--- src/rtl/core/fcs_pkg.sv ---
// ----------------------------------------------------------------------------
// fcs_pkg
// shared types, codes and constants of the framed command sender
// ----------------------------------------------------------------------------
package fcs_pkg;

  typedef logic [7:0]  byte_t;
  typedef logic [2:0]  kind_t;
  typedef logic [2:0]  res_code_t;
  typedef logic [15:0] ticks_t;
  typedef logic [2:0]  attempts_t;

  // item kinds
  localparam kind_t KIND_PAYLOAD  = 3'd0;
  localparam kind_t KIND_START    = 3'd1;
  localparam kind_t KIND_TX_READY = 3'd2;
  localparam kind_t KIND_RX_BYTE  = 3'd3;
  localparam kind_t KIND_TICK     = 3'd4;

  // result codes
  localparam res_code_t RES_OK         = 3'd0;
  localparam res_code_t RES_BAD_REPLY  = 3'd1;
  localparam res_code_t RES_BAD_STATUS = 3'd2;
  localparam res_code_t RES_TIMEOUT    = 3'd3;
  localparam res_code_t RES_BUSY       = 3'd4;

  // configuration port
  localparam int unsigned CFG_IDX_W  = 1;
  localparam int unsigned CFG_DATA_W = 16;
  localparam logic [CFG_IDX_W-1:0] CFG_REPLY_TIMEOUT = 1'd0;
  localparam logic [CFG_IDX_W-1:0] CFG_ATTEMPT_LIMIT = 1'd1;

  localparam ticks_t    TIMEOUT_RST = 16'd500;
  localparam attempts_t ATTEMPT_RST = 3'd3;
  localparam ticks_t    TICK_MAX    = 16'hFFFF;

  // frame and reply layout
  localparam byte_t HDR_BYTE      = 8'h5E;
  localparam byte_t REPLY_LEN     = 8'h03;
  localparam int unsigned REPLY_BYTES   = 7;
  localparam int unsigned REPLY_CNT_W   = 3;
  localparam int unsigned STATUS_POS    = 5;
  localparam int unsigned PAYLOAD_START = 5;

  localparam int unsigned INFO_BYTES_DEF = 128;

  // phase, one-hot
  typedef enum logic [2:0] {
    PH_IDLE = 3'b001,
    PH_SEND = 3'b010,
    PH_WAIT = 3'b100
  } phase_t;

endpackage

--- src/rtl/core/fcs_in_if.sv ---
// ----------------------------------------------------------------------------
// fcs_in_if
// input channel: one event word per handshake
// ----------------------------------------------------------------------------
interface fcs_in_if;
  import fcs_pkg::*;

  logic  valid;
  logic  ready;
  kind_t kind;
  byte_t data_byte;
  byte_t command_code;
  logic  wait_reply;
  logic  wait_forever;

  modport source (output valid, output kind, output data_byte, output command_code,
                  output wait_reply, output wait_forever, input ready);
  modport sink   (input valid, input kind, input data_byte, input command_code,
                  input wait_reply, input wait_forever, output ready);
endinterface

--- src/rtl/core/fcs_out_if.sv ---
// ----------------------------------------------------------------------------
// fcs_out_if
// result channel: one result word per handshake
// ----------------------------------------------------------------------------
interface fcs_out_if;
  import fcs_pkg::*;

  logic      valid;
  logic      ready;
  logic      tx_valid;
  byte_t     tx_byte;
  logic      tx_frame_end;
  logic      done_res;
  res_code_t result_code;
  byte_t     reply_status;
  logic      busy_res;

  modport source (output valid, output tx_valid, output tx_byte, output tx_frame_end,
                  output done_res, output result_code, output reply_status,
                  output busy_res, input ready);
  modport sink   (input valid, input tx_valid, input tx_byte, input tx_frame_end,
                  input done_res, input result_code, input reply_status,
                  input busy_res, output ready);
endinterface

--- src/rtl/core/framed_command_sender_with_retry_core.sv ---
// ----------------------------------------------------------------------------
// framed_command_sender_with_retry_core
// builds command frames, sends them byte by byte, checks replies, retries
// ----------------------------------------------------------------------------
// usage
//   in_ch carries one event word per handshake: payload byte load, start
//   command, transmitter ready, received reply byte or millisecond tick
//   out_ch returns exactly one result word for every accepted event word:
//   the frame byte to send (if any), the command result and the busy flag
//   cfg_we / cfg_index / cfg_data write the reply timeout (index 0) and the
//   attempt limit (index 1); write them only while the block is idle
// timing
//   every event is handled in one pass of logic between the input handshake
//   and the result register, so its result is valid one cycle after accept
//   and one word is taken per cycle back to back
//   payload bytes sit in a ram with registered read; the address follows the
//   next send position, so the byte is already read out when ready arrives
// reset
//   rst_n (synchronous) returns to idle with empty payload, sequence zero,
//   timeout 500 ticks and attempt limit 3; no clearing pass is needed
// stall
//   while out_ch is stalled with a word held, in_ch.ready stays low
//   and no state moves
// ----------------------------------------------------------------------------
module framed_command_sender_with_retry_core #(
  parameter int unsigned INFO_BYTES = fcs_pkg::INFO_BYTES_DEF
) (
  input  logic                            clk,
  input  logic                            rst_n,
  fcs_in_if.sink                          in_ch,
  fcs_out_if.source                       out_ch,
  input  logic                            cfg_we,
  input  logic [fcs_pkg::CFG_IDX_W-1:0]   cfg_index,
  input  logic [fcs_pkg::CFG_DATA_W-1:0]  cfg_data
);
  import fcs_pkg::*;

  localparam int unsigned IDX_W = (INFO_BYTES > 1) ? $clog2(INFO_BYTES) : 1;
  localparam int unsigned CNT_W = $clog2(INFO_BYTES + 1);
  localparam int unsigned POS_W = $clog2(INFO_BYTES + PAYLOAD_START + 1);

  // configuration registers
  ticks_t    timeout_r;
  attempts_t attempt_limit_r;

  // block state
  phase_t                 phase_r, phase_nxt;
  logic [CNT_W-1:0]       payload_count_r, payload_count_nxt;
  byte_t                  payload_sum_r, payload_sum_nxt;   // running sum of loaded bytes
  byte_t                  seq_r, seq_nxt;
  byte_t                  checksum_r, checksum_nxt;
  logic [POS_W-1:0]       send_pos_r, send_pos_nxt;
  attempts_t              attempts_r, attempts_nxt;
  byte_t                  reply_r [REPLY_BYTES-1];          // last byte is checked on arrival
  logic [REPLY_CNT_W-1:0] reply_cnt_r, reply_cnt_nxt;
  ticks_t                 tick_r, tick_nxt;
  byte_t                  cmd_r, cmd_nxt;
  logic                   wait_reply_r, wait_reply_nxt;
  logic                   wait_forever_r, wait_forever_nxt;

  // result register
  logic      out_valid_r;
  logic      tx_valid_r, tx_valid_nxt;
  byte_t     tx_byte_r, tx_byte_nxt;
  logic      tx_end_r, tx_end_nxt;
  logic      done_r, done_nxt;
  res_code_t code_r, code_nxt;
  byte_t     status_r, status_nxt;
  logic      busy_r;

  logic accept;
  logic ram_we;
  logic [IDX_W-1:0] ram_raddr;
  logic [POS_W-1:0] rd_offset;
  byte_t ram_rdata;
  byte_t frame_len;

  assign in_ch.ready = !out_valid_r || out_ch.ready;
  assign accept      = in_ch.valid && in_ch.ready;
  assign frame_len   = 8'(payload_count_r) + 8'd2;

  // payload store
  assign ram_we    = accept && (in_ch.kind == KIND_PAYLOAD) && (phase_r == PH_IDLE) &&
                     (payload_count_r < CNT_W'(INFO_BYTES));
  assign rd_offset = send_pos_nxt - POS_W'(PAYLOAD_START);
  assign ram_raddr = rd_offset[IDX_W-1:0];

  fcs_ram #(
    .WIDTH (8),
    .DEPTH (INFO_BYTES)
  ) u_payload_ram (
    .clk   (clk),
    .we    (ram_we),
    .waddr (payload_count_r[IDX_W-1:0]),
    .wdata (in_ch.data_byte),
    .raddr (ram_raddr),
    .rdata (ram_rdata)
  );

  // event handling
  always_comb begin
    logic  give_up;
    logic  good;
    byte_t rsum;
    ticks_t tick_inc;
    res_code_t fail_code;

    give_up   = 1'b0;
    good      = 1'b0;
    rsum      = '0;
    tick_inc  = '0;
    fail_code = RES_OK;

    phase_nxt         = phase_r;
    payload_count_nxt = payload_count_r;
    payload_sum_nxt   = payload_sum_r;
    seq_nxt           = seq_r;
    checksum_nxt      = checksum_r;
    send_pos_nxt      = send_pos_r;
    attempts_nxt      = attempts_r;
    reply_cnt_nxt     = reply_cnt_r;
    tick_nxt          = tick_r;
    cmd_nxt           = cmd_r;
    wait_reply_nxt    = wait_reply_r;
    wait_forever_nxt  = wait_forever_r;

    tx_valid_nxt = 1'b0;
    tx_byte_nxt  = '0;
    tx_end_nxt   = 1'b0;
    done_nxt     = 1'b0;
    code_nxt     = RES_OK;
    status_nxt   = '0;

    if (accept) begin
      case (in_ch.kind)
        KIND_PAYLOAD: begin
          if (ram_we) begin
            payload_count_nxt = payload_count_r + CNT_W'(1);
            payload_sum_nxt   = payload_sum_r + in_ch.data_byte;
          end
        end
        KIND_START: begin
          if (phase_r != PH_IDLE) begin
            done_nxt = 1'b1;
            code_nxt = RES_BUSY;
          end else begin
            checksum_nxt     = frame_len + in_ch.command_code + payload_sum_r;
            cmd_nxt          = in_ch.command_code;
            wait_reply_nxt   = in_ch.wait_reply;
            wait_forever_nxt = in_ch.wait_forever;
            phase_nxt        = PH_SEND;
            send_pos_nxt     = '0;
            attempts_nxt     = 3'd1;
            reply_cnt_nxt    = '0;
            tick_nxt         = '0;
          end
        end
        KIND_TX_READY: begin
          if (phase_r == PH_SEND) begin
            tx_valid_nxt = 1'b1;
            send_pos_nxt = send_pos_r + POS_W'(1);
            if (send_pos_r < POS_W'(2)) begin
              tx_byte_nxt = HDR_BYTE;
            end else if (send_pos_r == POS_W'(2)) begin
              tx_byte_nxt = seq_r;
            end else if (send_pos_r == POS_W'(3)) begin
              tx_byte_nxt = frame_len;
            end else if (send_pos_r == POS_W'(4)) begin
              tx_byte_nxt = cmd_r;
            end else if (send_pos_r <
                         POS_W'(PAYLOAD_START) + POS_W'(payload_count_r)) begin
              tx_byte_nxt = ram_rdata;
            end else begin
              tx_byte_nxt = checksum_r;
              tx_end_nxt  = 1'b1;
              if (wait_reply_r) begin
                phase_nxt     = PH_WAIT;
                reply_cnt_nxt = '0;
                tick_nxt      = '0;
              end else begin
                done_nxt = 1'b1;
                give_up  = 1'b1;
              end
            end
          end
        end
        KIND_RX_BYTE: begin
          if (phase_r == PH_WAIT) begin
            if (reply_cnt_r == REPLY_CNT_W'(REPLY_BYTES - 1)) begin
              // group complete, the incoming byte is the reply checksum
              rsum = reply_r[3] + reply_r[4] + reply_r[STATUS_POS];
              good = (reply_r[0] == HDR_BYTE) && (reply_r[1] == HDR_BYTE) &&
                     (reply_r[2] == seq_r) && (reply_r[3] == REPLY_LEN) &&
                     (reply_r[4] == cmd_r) && (rsum == in_ch.data_byte);
              status_nxt    = reply_r[STATUS_POS];
              reply_cnt_nxt = '0;
              if (!good) begin
                fail_code = RES_BAD_REPLY;
              end else if (reply_r[STATUS_POS] != 8'd0) begin
                fail_code = RES_BAD_STATUS;
              end
              if (fail_code == RES_OK) begin
                done_nxt = 1'b1;
                give_up  = 1'b1;
              end else if (attempts_r < attempt_limit_r) begin
                attempts_nxt  = attempts_r + 3'd1;
                phase_nxt     = PH_SEND;
                send_pos_nxt  = '0;
                tick_nxt      = '0;
              end else begin
                done_nxt = 1'b1;
                code_nxt = fail_code;
                give_up  = 1'b1;
              end
            end else begin
              reply_cnt_nxt = reply_cnt_r + REPLY_CNT_W'(1);
            end
          end
        end
        KIND_TICK: begin
          if (phase_r == PH_WAIT && !wait_forever_r) begin
            tick_inc = (tick_r < TICK_MAX) ? tick_r + 16'd1 : tick_r;
            tick_nxt = tick_inc;
            if (tick_inc >= timeout_r) begin
              if (attempts_r < attempt_limit_r) begin
                attempts_nxt  = attempts_r + 3'd1;
                phase_nxt     = PH_SEND;
                send_pos_nxt  = '0;
                reply_cnt_nxt = '0;
                tick_nxt      = '0;
              end else begin
                done_nxt = 1'b1;
                code_nxt = RES_TIMEOUT;
                give_up  = 1'b1;
              end
            end
          end
        end
        default: begin
        end
      endcase

      // command finished: next sequence number, payload emptied
      if (give_up) begin
        phase_nxt         = PH_IDLE;
        seq_nxt           = seq_r + 8'd1;
        payload_count_nxt = '0;
        payload_sum_nxt   = '0;
        send_pos_nxt      = '0;
        reply_cnt_nxt     = '0;
        tick_nxt          = '0;
        attempts_nxt      = '0;
      end
    end
  end

  // configuration
  always_ff @(posedge clk) begin
    if (!rst_n) begin
      timeout_r       <= TIMEOUT_RST;
      attempt_limit_r <= ATTEMPT_RST;
    end else if (cfg_we) begin
      case (cfg_index)
        CFG_REPLY_TIMEOUT: timeout_r       <= cfg_data;
        CFG_ATTEMPT_LIMIT: attempt_limit_r <= cfg_data[2:0];
        default: begin
        end
      endcase
    end
  end

  // control state
  always_ff @(posedge clk) begin
    if (!rst_n) begin
      phase_r         <= PH_IDLE;
      payload_count_r <= '0;
      payload_sum_r   <= '0;
      seq_r           <= '0;
      checksum_r      <= '0;
      send_pos_r      <= '0;
      attempts_r      <= '0;
      reply_cnt_r     <= '0;
      tick_r          <= '0;
      cmd_r           <= '0;
      wait_reply_r    <= 1'b0;
      wait_forever_r  <= 1'b0;
    end else begin
      phase_r         <= phase_nxt;
      payload_count_r <= payload_count_nxt;
      payload_sum_r   <= payload_sum_nxt;
      seq_r           <= seq_nxt;
      checksum_r      <= checksum_nxt;
      send_pos_r      <= send_pos_nxt;
      attempts_r      <= attempts_nxt;
      reply_cnt_r     <= reply_cnt_nxt;
      tick_r          <= tick_nxt;
      cmd_r           <= cmd_nxt;
      wait_reply_r    <= wait_reply_nxt;
      wait_forever_r  <= wait_forever_nxt;
    end
  end

  // reply bytes gathered at the running count
  always_ff @(posedge clk) begin
    if (accept && in_ch.kind == KIND_RX_BYTE && phase_r == PH_WAIT &&
        reply_cnt_r < REPLY_CNT_W'(REPLY_BYTES - 1)) begin
      reply_r[reply_cnt_r] <= in_ch.data_byte;
    end
  end

  // result register
  always_ff @(posedge clk) begin
    if (!rst_n) begin
      out_valid_r <= 1'b0;
    end else if (accept) begin
      out_valid_r <= 1'b1;
    end else if (out_ch.ready) begin
      out_valid_r <= 1'b0;
    end
  end

  always_ff @(posedge clk) begin
    if (accept) begin
      tx_valid_r <= tx_valid_nxt;
      tx_byte_r  <= tx_byte_nxt;
      tx_end_r   <= tx_end_nxt;
      done_r     <= done_nxt;
      code_r     <= code_nxt;
      status_r   <= status_nxt;
      busy_r     <= (phase_nxt != PH_IDLE);
    end
  end

  assign out_ch.valid        = out_valid_r;
  assign out_ch.tx_valid     = tx_valid_r;
  assign out_ch.tx_byte      = tx_byte_r;
  assign out_ch.tx_frame_end = tx_end_r;
  assign out_ch.done_res     = done_r;
  assign out_ch.result_code  = code_r;
  assign out_ch.reply_status = status_r;
  assign out_ch.busy_res     = busy_r;

  // checks
  a_busy_reject_keeps_busy: assert property (@(posedge clk) disable iff (!rst_n)
    (out_valid_r && done_r && code_r == RES_BUSY) |-> busy_r)
    else $error("busy rejection reported while idle");

  a_frame_end_is_tx: assert property (@(posedge clk) disable iff (!rst_n)
    (out_valid_r && tx_end_r) |-> tx_valid_r)
    else $error("frame end flagged without a frame byte");

  a_idle_no_attempts: assert property (@(posedge clk) disable iff (!rst_n)
    (phase_r == PH_IDLE) |-> (attempts_r == 3'd0 && send_pos_r == '0))
    else $error("idle with attempt state left over");

  a_stall_holds_state: assert property (@(posedge clk) disable iff (!rst_n)
    (out_valid_r && !out_ch.ready) |=> $stable(phase_r) && $stable(send_pos_r))
    else $error("state moved while the result word was stalled");

endmodule

--- src/rtl/core/fcs_ram.sv ---
// ----------------------------------------------------------------------------
// fcs_ram
// generic single-write, single-read ram with registered read data
// ----------------------------------------------------------------------------
module fcs_ram #(
  parameter int unsigned WIDTH = 8,
  parameter int unsigned DEPTH = 128,
  localparam int unsigned ADDR_W = (DEPTH > 1) ? $clog2(DEPTH) : 1
) (
  input  logic              clk,
  input  logic              we,
  input  logic [ADDR_W-1:0] waddr,
  input  logic [WIDTH-1:0]  wdata,
  input  logic [ADDR_W-1:0] raddr,
  output logic [WIDTH-1:0]  rdata
);

  logic [WIDTH-1:0] mem [DEPTH];

  always_ff @(posedge clk) begin
    if (we) begin
      mem[waddr] <= wdata;
    end
    rdata <= mem[raddr];
  end

endmodule
--- src/flat_wrapper.sv ---
// flat-port wrapper written by rule: the top's interface ports become plain ports
module framed_command_sender_with_retry_core_flat import fcs_pkg::*;
#(
  parameter int unsigned INFO_BYTES = fcs_pkg::INFO_BYTES_DEF
)
  (clk, rst_n, cfg_we, cfg_index, cfg_data, in_ch_valid, in_ch_kind, in_ch_data_byte, in_ch_command_code, in_ch_wait_reply, in_ch_wait_forever, in_ch_ready, out_ch_valid, out_ch_tx_valid, out_ch_tx_byte, out_ch_tx_frame_end, out_ch_done_res, out_ch_result_code, out_ch_reply_status, out_ch_busy_res, out_ch_ready);
  fcs_in_if in_ch_i ();
  fcs_out_if out_ch_i ();
  input  logic clk;
  input  logic rst_n;
  input  logic cfg_we;
  input  logic [fcs_pkg::CFG_IDX_W-1:0] cfg_index;
  input  logic [fcs_pkg::CFG_DATA_W-1:0] cfg_data;
  input wire logic [$bits(in_ch_i.valid)-1:0] in_ch_valid;
  input wire logic [$bits(in_ch_i.kind)-1:0] in_ch_kind;
  input wire logic [$bits(in_ch_i.data_byte)-1:0] in_ch_data_byte;
  input wire logic [$bits(in_ch_i.command_code)-1:0] in_ch_command_code;
  input wire logic [$bits(in_ch_i.wait_reply)-1:0] in_ch_wait_reply;
  input wire logic [$bits(in_ch_i.wait_forever)-1:0] in_ch_wait_forever;
  output wire logic [$bits(in_ch_i.ready)-1:0] in_ch_ready;
  output wire logic [$bits(out_ch_i.valid)-1:0] out_ch_valid;
  output wire logic [$bits(out_ch_i.tx_valid)-1:0] out_ch_tx_valid;
  output wire logic [$bits(out_ch_i.tx_byte)-1:0] out_ch_tx_byte;
  output wire logic [$bits(out_ch_i.tx_frame_end)-1:0] out_ch_tx_frame_end;
  output wire logic [$bits(out_ch_i.done_res)-1:0] out_ch_done_res;
  output wire logic [$bits(out_ch_i.result_code)-1:0] out_ch_result_code;
  output wire logic [$bits(out_ch_i.reply_status)-1:0] out_ch_reply_status;
  output wire logic [$bits(out_ch_i.busy_res)-1:0] out_ch_busy_res;
  input wire logic [$bits(out_ch_i.ready)-1:0] out_ch_ready;
  assign in_ch_i.valid = in_ch_valid;
  assign in_ch_i.kind = in_ch_kind;
  assign in_ch_i.data_byte = in_ch_data_byte;
  assign in_ch_i.command_code = in_ch_command_code;
  assign in_ch_i.wait_reply = in_ch_wait_reply;
  assign in_ch_i.wait_forever = in_ch_wait_forever;
  assign in_ch_ready = in_ch_i.ready;
  assign out_ch_valid = out_ch_i.valid;
  assign out_ch_tx_valid = out_ch_i.tx_valid;
  assign out_ch_tx_byte = out_ch_i.tx_byte;
  assign out_ch_tx_frame_end = out_ch_i.tx_frame_end;
  assign out_ch_done_res = out_ch_i.done_res;
  assign out_ch_result_code = out_ch_i.result_code;
  assign out_ch_reply_status = out_ch_i.reply_status;
  assign out_ch_busy_res = out_ch_i.busy_res;
  assign out_ch_i.ready = out_ch_ready;
  framed_command_sender_with_retry_core #(.INFO_BYTES(INFO_BYTES)) u_core (.clk(clk), .rst_n(rst_n), .in_ch(in_ch_i), .out_ch(out_ch_i), .cfg_we(cfg_we), .cfg_index(cfg_index), .cfg_data(cfg_data));
endmodule
--- config.mk ---
export PLATFORM = sky130hd
export DESIGN_NAME = framed_command_sender_with_retry_core_flat
export DESIGN_NICKNAME = d
export VERILOG_FILES = /design/src/rtl/core/fcs_pkg.sv /design/src/rtl/core/fcs_in_if.sv /design/src/rtl/core/fcs_out_if.sv /design/src/rtl/core/framed_command_sender_with_retry_core.sv /design/src/rtl/core/fcs_ram.sv /design/src/flat_wrapper.sv
export SDC_FILE = /design/constraint.sdc
export NUM_CORES = 2
export LEC_CHECK = 0
export ABC_AREA = 0
export ABC_CLOCK_PERIOD_IN_PS = 8200
export BUFFER_PORTS_ARGS = -buffer_cell sky130_fd_sc_hd__buf_2
export CORE_UTILIZATION = 30
export DETAILED_ROUTE_END_ITERATION = 10
export SYNTH_ARGS = -nofsm -noshare
export SYNTH_HDL_FRONTEND = slang
export SYNTH_HIERARCHICAL = 1
export SYNTH_SLANG_ARGS = --single-unit
--- constraint.sdc ---
create_clock -name clk -period 8.2 [get_ports clk]
set_input_delay 2.46 -clock clk [delete_from_list [all_inputs] [get_ports clk]]
set_output_delay 2.46 -clock clk [all_outputs]
set_load 0.01 [all_outputs]
==> impl_metrics.json <==
{
  "power_density_nw_per_um2": 219,
  "slowest_delay_ns": 0.64,
  "min_period_ns": 7.63,
  "synthFlopType": "edfxtp_1",
  "initial_utilization_pct": 30.3,
  "cts_sinks": 1198,
  "hold_viol": 0,
  "overflow": 0,
  "dpl_cell_area_um2": 53000,
  "avgSynthCellArea_um2": 18.2,
  "pre_cts_ws_ns": 0.158,
  "synth_nets": 2835,
  "cts_max_level": 3,
  "cts_root_buf": "clkbuf_16",
  "cts_tree": "done",
  "die_h_um": 408,
  "cts_buffers": 119,
  "p_leak_nw": 18.1,
  "setup_violations": 0,
  "dp_hpwl_um": 80600,
  "synth_edf_count": 1095,
  "wl_per_cell_um": 24.1,
  "grt_max_degree": 134,
  "slew_violations": 0,
  "async_flop_share_pct": 0,
  "path_class": "reg2reg",
  "min_path_type": "reg2reg",
  "die_area_um2": 167000,
  "fin_nets": 2979,
  "rows": 148,
  "p_clk_share_pct": 44.4,
  "clock_path_buffers": 3,
  "antenna_found_initial": 8,
  "ys_warn_count": 6,
  "layout-drive-gt1-share_pct": 23.9,
  "ir_worst_vdd_uv": 180,
  "synth.distinct_cells": 82,
  "die_w_um": 408,
  "synth_cells": 2721,
  "port_buffers": 67,
  "place.gp.congestion": 0.879,
  "fin_crit_sh_pct": 93.1,
  "power_frac_seq_pct": 53.5,
  "drtPass1Iterations": 6,
  "max_cap_viol_count": 0,
  "core-area_um2": 163000,
  "power.switching_mw": 2.60,
  "cts_resized": 0,
  "path_max_fanout": 41,
  "cp.buffers_inverters": 2,
  "wl_um": 124000,
  "tightest_slew_ns": 1.33,
  "viasPerCell": 5.08,
  "path_clk_slew_ns": 0.06,
  "outcome": "finished, final reports clean",
  "p_total_mw": 12.5,
  "worstPathRequired_ns": 8.80,
  "combPwrFrac_pct": 2.1,
  "first_global_vias": 26200,
  "tns_ns": 0,
  "maxSlewHeadroom_pct": 10.8,
  "clock_skew_ns": 0.0731,
  "timing.final.ws_setup_ns": 0.567,
  "final_common_cell": "edfxtp_1",
  "syn_to_final_growth_pct": 15.1,
  "p_sw_share_pct": 20.8,
  "io_pins": 68,
  "cts_hold_buf": 0,
  "ys_seq_area_share_pct": 70.5,
  "ys_ff_latch": 1198,
  "end_kind": "register",
  "first_iter_violations": 2886,
  "worstPathArrival_ns": 8.23,
  "grt_first_pass_wirelength_um": 183000,
  "drc": 0,
  "synth_area_um2": 49500,
  "postCtsSetupRepairBufs": 0,
  "clock_latency_ns": 0.77,
  "ant_nets": 0,
  "p_int_mw": 9.89,
  "grt_setup_unrepaired": "no",
  "vias": 26100,
  "globalRouteTotalUtil_pct": 14.8,
  "fin_area_um2": 57000,
  "critPathSlowestCell": "a2bb2oi_1",
  "max_freq_mhz": 131,
  "cp_top_family": "compound AO/OA/AOI/OAI gates",
  "startpoint_type": "register",
  "final_cell_mix": "edfxtp_1, mux4_2, nor2_1, nand2_1, clkbuf_16"
}
-- cell families after synthesis --
logic type / share of synthesized area [%]
flops: 70.5
xor+xnor: 1.44
simple gates: 5.46
mux: 15.7
fa+ha+maj: 2.05
compound gates: 3.15
buf+inv: 1.69
-- metrics by stage --
stage / std cells / utilization, % / hold slack, ns
finish: 5144 / 34.9 / 0.454
global route: 5143 / 34.9 / 0.481
CTS: 5143 / 34.9 / 0.457
detailed placement: 4919 / 32.4 / 0.448
global placement: 4919 / 32.4 / 0.439
floorplan: 2721 / - / 0.431
-- worst min-delay path, delay by kind of cell, from the launching register on --
family / cells / cell delay [ns]
DFF: 1 / 0.31
and+or+nand+nor: 1 / 0.05
AOI/OAI and AO/OA: 1 / 0.05
-- power by group through the flow --
stage / registers (mW) / logic, mW / clock network (mW)
2_1_floorplan: 6.81 / 0.0937 / 0
3_3_place_gp: 6.81 / 0.254 / 0
3_5_place_dp: 6.81 / 0.261 / 0
4_1_cts: 6.68 / 0.262 / 5.68
5_1_grt: 6.68 / 0.283 / 5.90
6_report: 6.68 / 0.257 / 5.55
-- cells in the mapped netlist (all sizes together) (9+ instances only) --
cell type / n / share of area, %
edfxtp: 1095 / 66
mux4: 336 / 15
nor2: 205 / 1.6
nand2: 153 / 1.2
dfxtp: 103 / 4.2
a21oi: 93 / 0.94
clkbuf: 73 / 0.55
inv: 71 / 0.54
buf: 60 / 0.60
xnor2: 56 / 1.0
ha: 54 / 1.4
nand3: 52 / 0.53
o21ai: 44 / 0.44
nand4: 25 / 0.33
nor3: 24 / 0.25
xor2: 22 / 0.39
o211ai: 18 / 0.27
fa: 17 / 0.69
and3: 13 / 0.16
nand2b: 13 / 0.16
or3: 13 / 0.16
a211oi: 11 / 0.18
nor4: 11 / 0.17
a21o: 10 / 0.15
a32o: 10 / 0.20
mux2i: 10 / 0.20
nor2b: 10 / 0.14
a31oi: 9 / 0.11
-- cell type report --
cell class / instances / area (um2)
Fill cell: 15300 / 106000
Multi-Input combinational cell: 1318 / 13800
Clock buffer: 153 / 3190
Antenna cell: 1 / 2.50
Sequential cell: 1198 / 34900
Tap cell: 2175 / 2720
Clock inverter: 71 / 821
Inverter: 72 / 273
Timing Repair Buffer: 156 / 1240
-- registers in the layout, indices dropped and copies added (netlist names), 8 cells and up --
| register | count |
|---|---|
| u_core/out_ch.tx_byte | 8 |
| u_core/payload_sum_r | 8 |
| u_core/timeout_r | 16 |
| u_core/u_payload_ram/rdata | 8 |
| u_core/tick_r | 16 |
| u_core/u_payload_ram/mem | 1024 |
| u_core/seq_r | 8 |
| u_core/cmd_r | 8 |
| u_core/reply_r | 48 |
| u_core/checksum_r | 8 |
| u_core/send_pos_r | 8 |
| u_core/out_ch.reply_status | 8 |
| u_core/payload_count_r | 8 |
-- final timing paths --
path | startpoint | to | slack (ns) | depth (start not counted)
max | u_core/tick_r[0] | u_core/u_payload_ram/rdata[5] | 0.57 | 26
min | u_core/checksum_r[3] | u_core/checksum_r[3] | 0.45 | 2
min reg2reg | u_core/checksum_r[3] | u_core/checksum_r[3] | 0.45 | 2
max reg2reg | u_core/tick_r[0] | u_core/u_payload_ram/rdata[5] | 0.57 | 26
-- routing by layer --
| metal | GRT usage (%) | wire (um) |
|---|---|---|
| met4 | 3.24 | 2340 |
| met3 | 3.53 | 10100 |
| met2 | 23.4 | 58200 |
| met5 | 0 | 0 |
| met1 | 20.8 | 53300 |
Note: power is estimated with default switching activity, not from simulation.
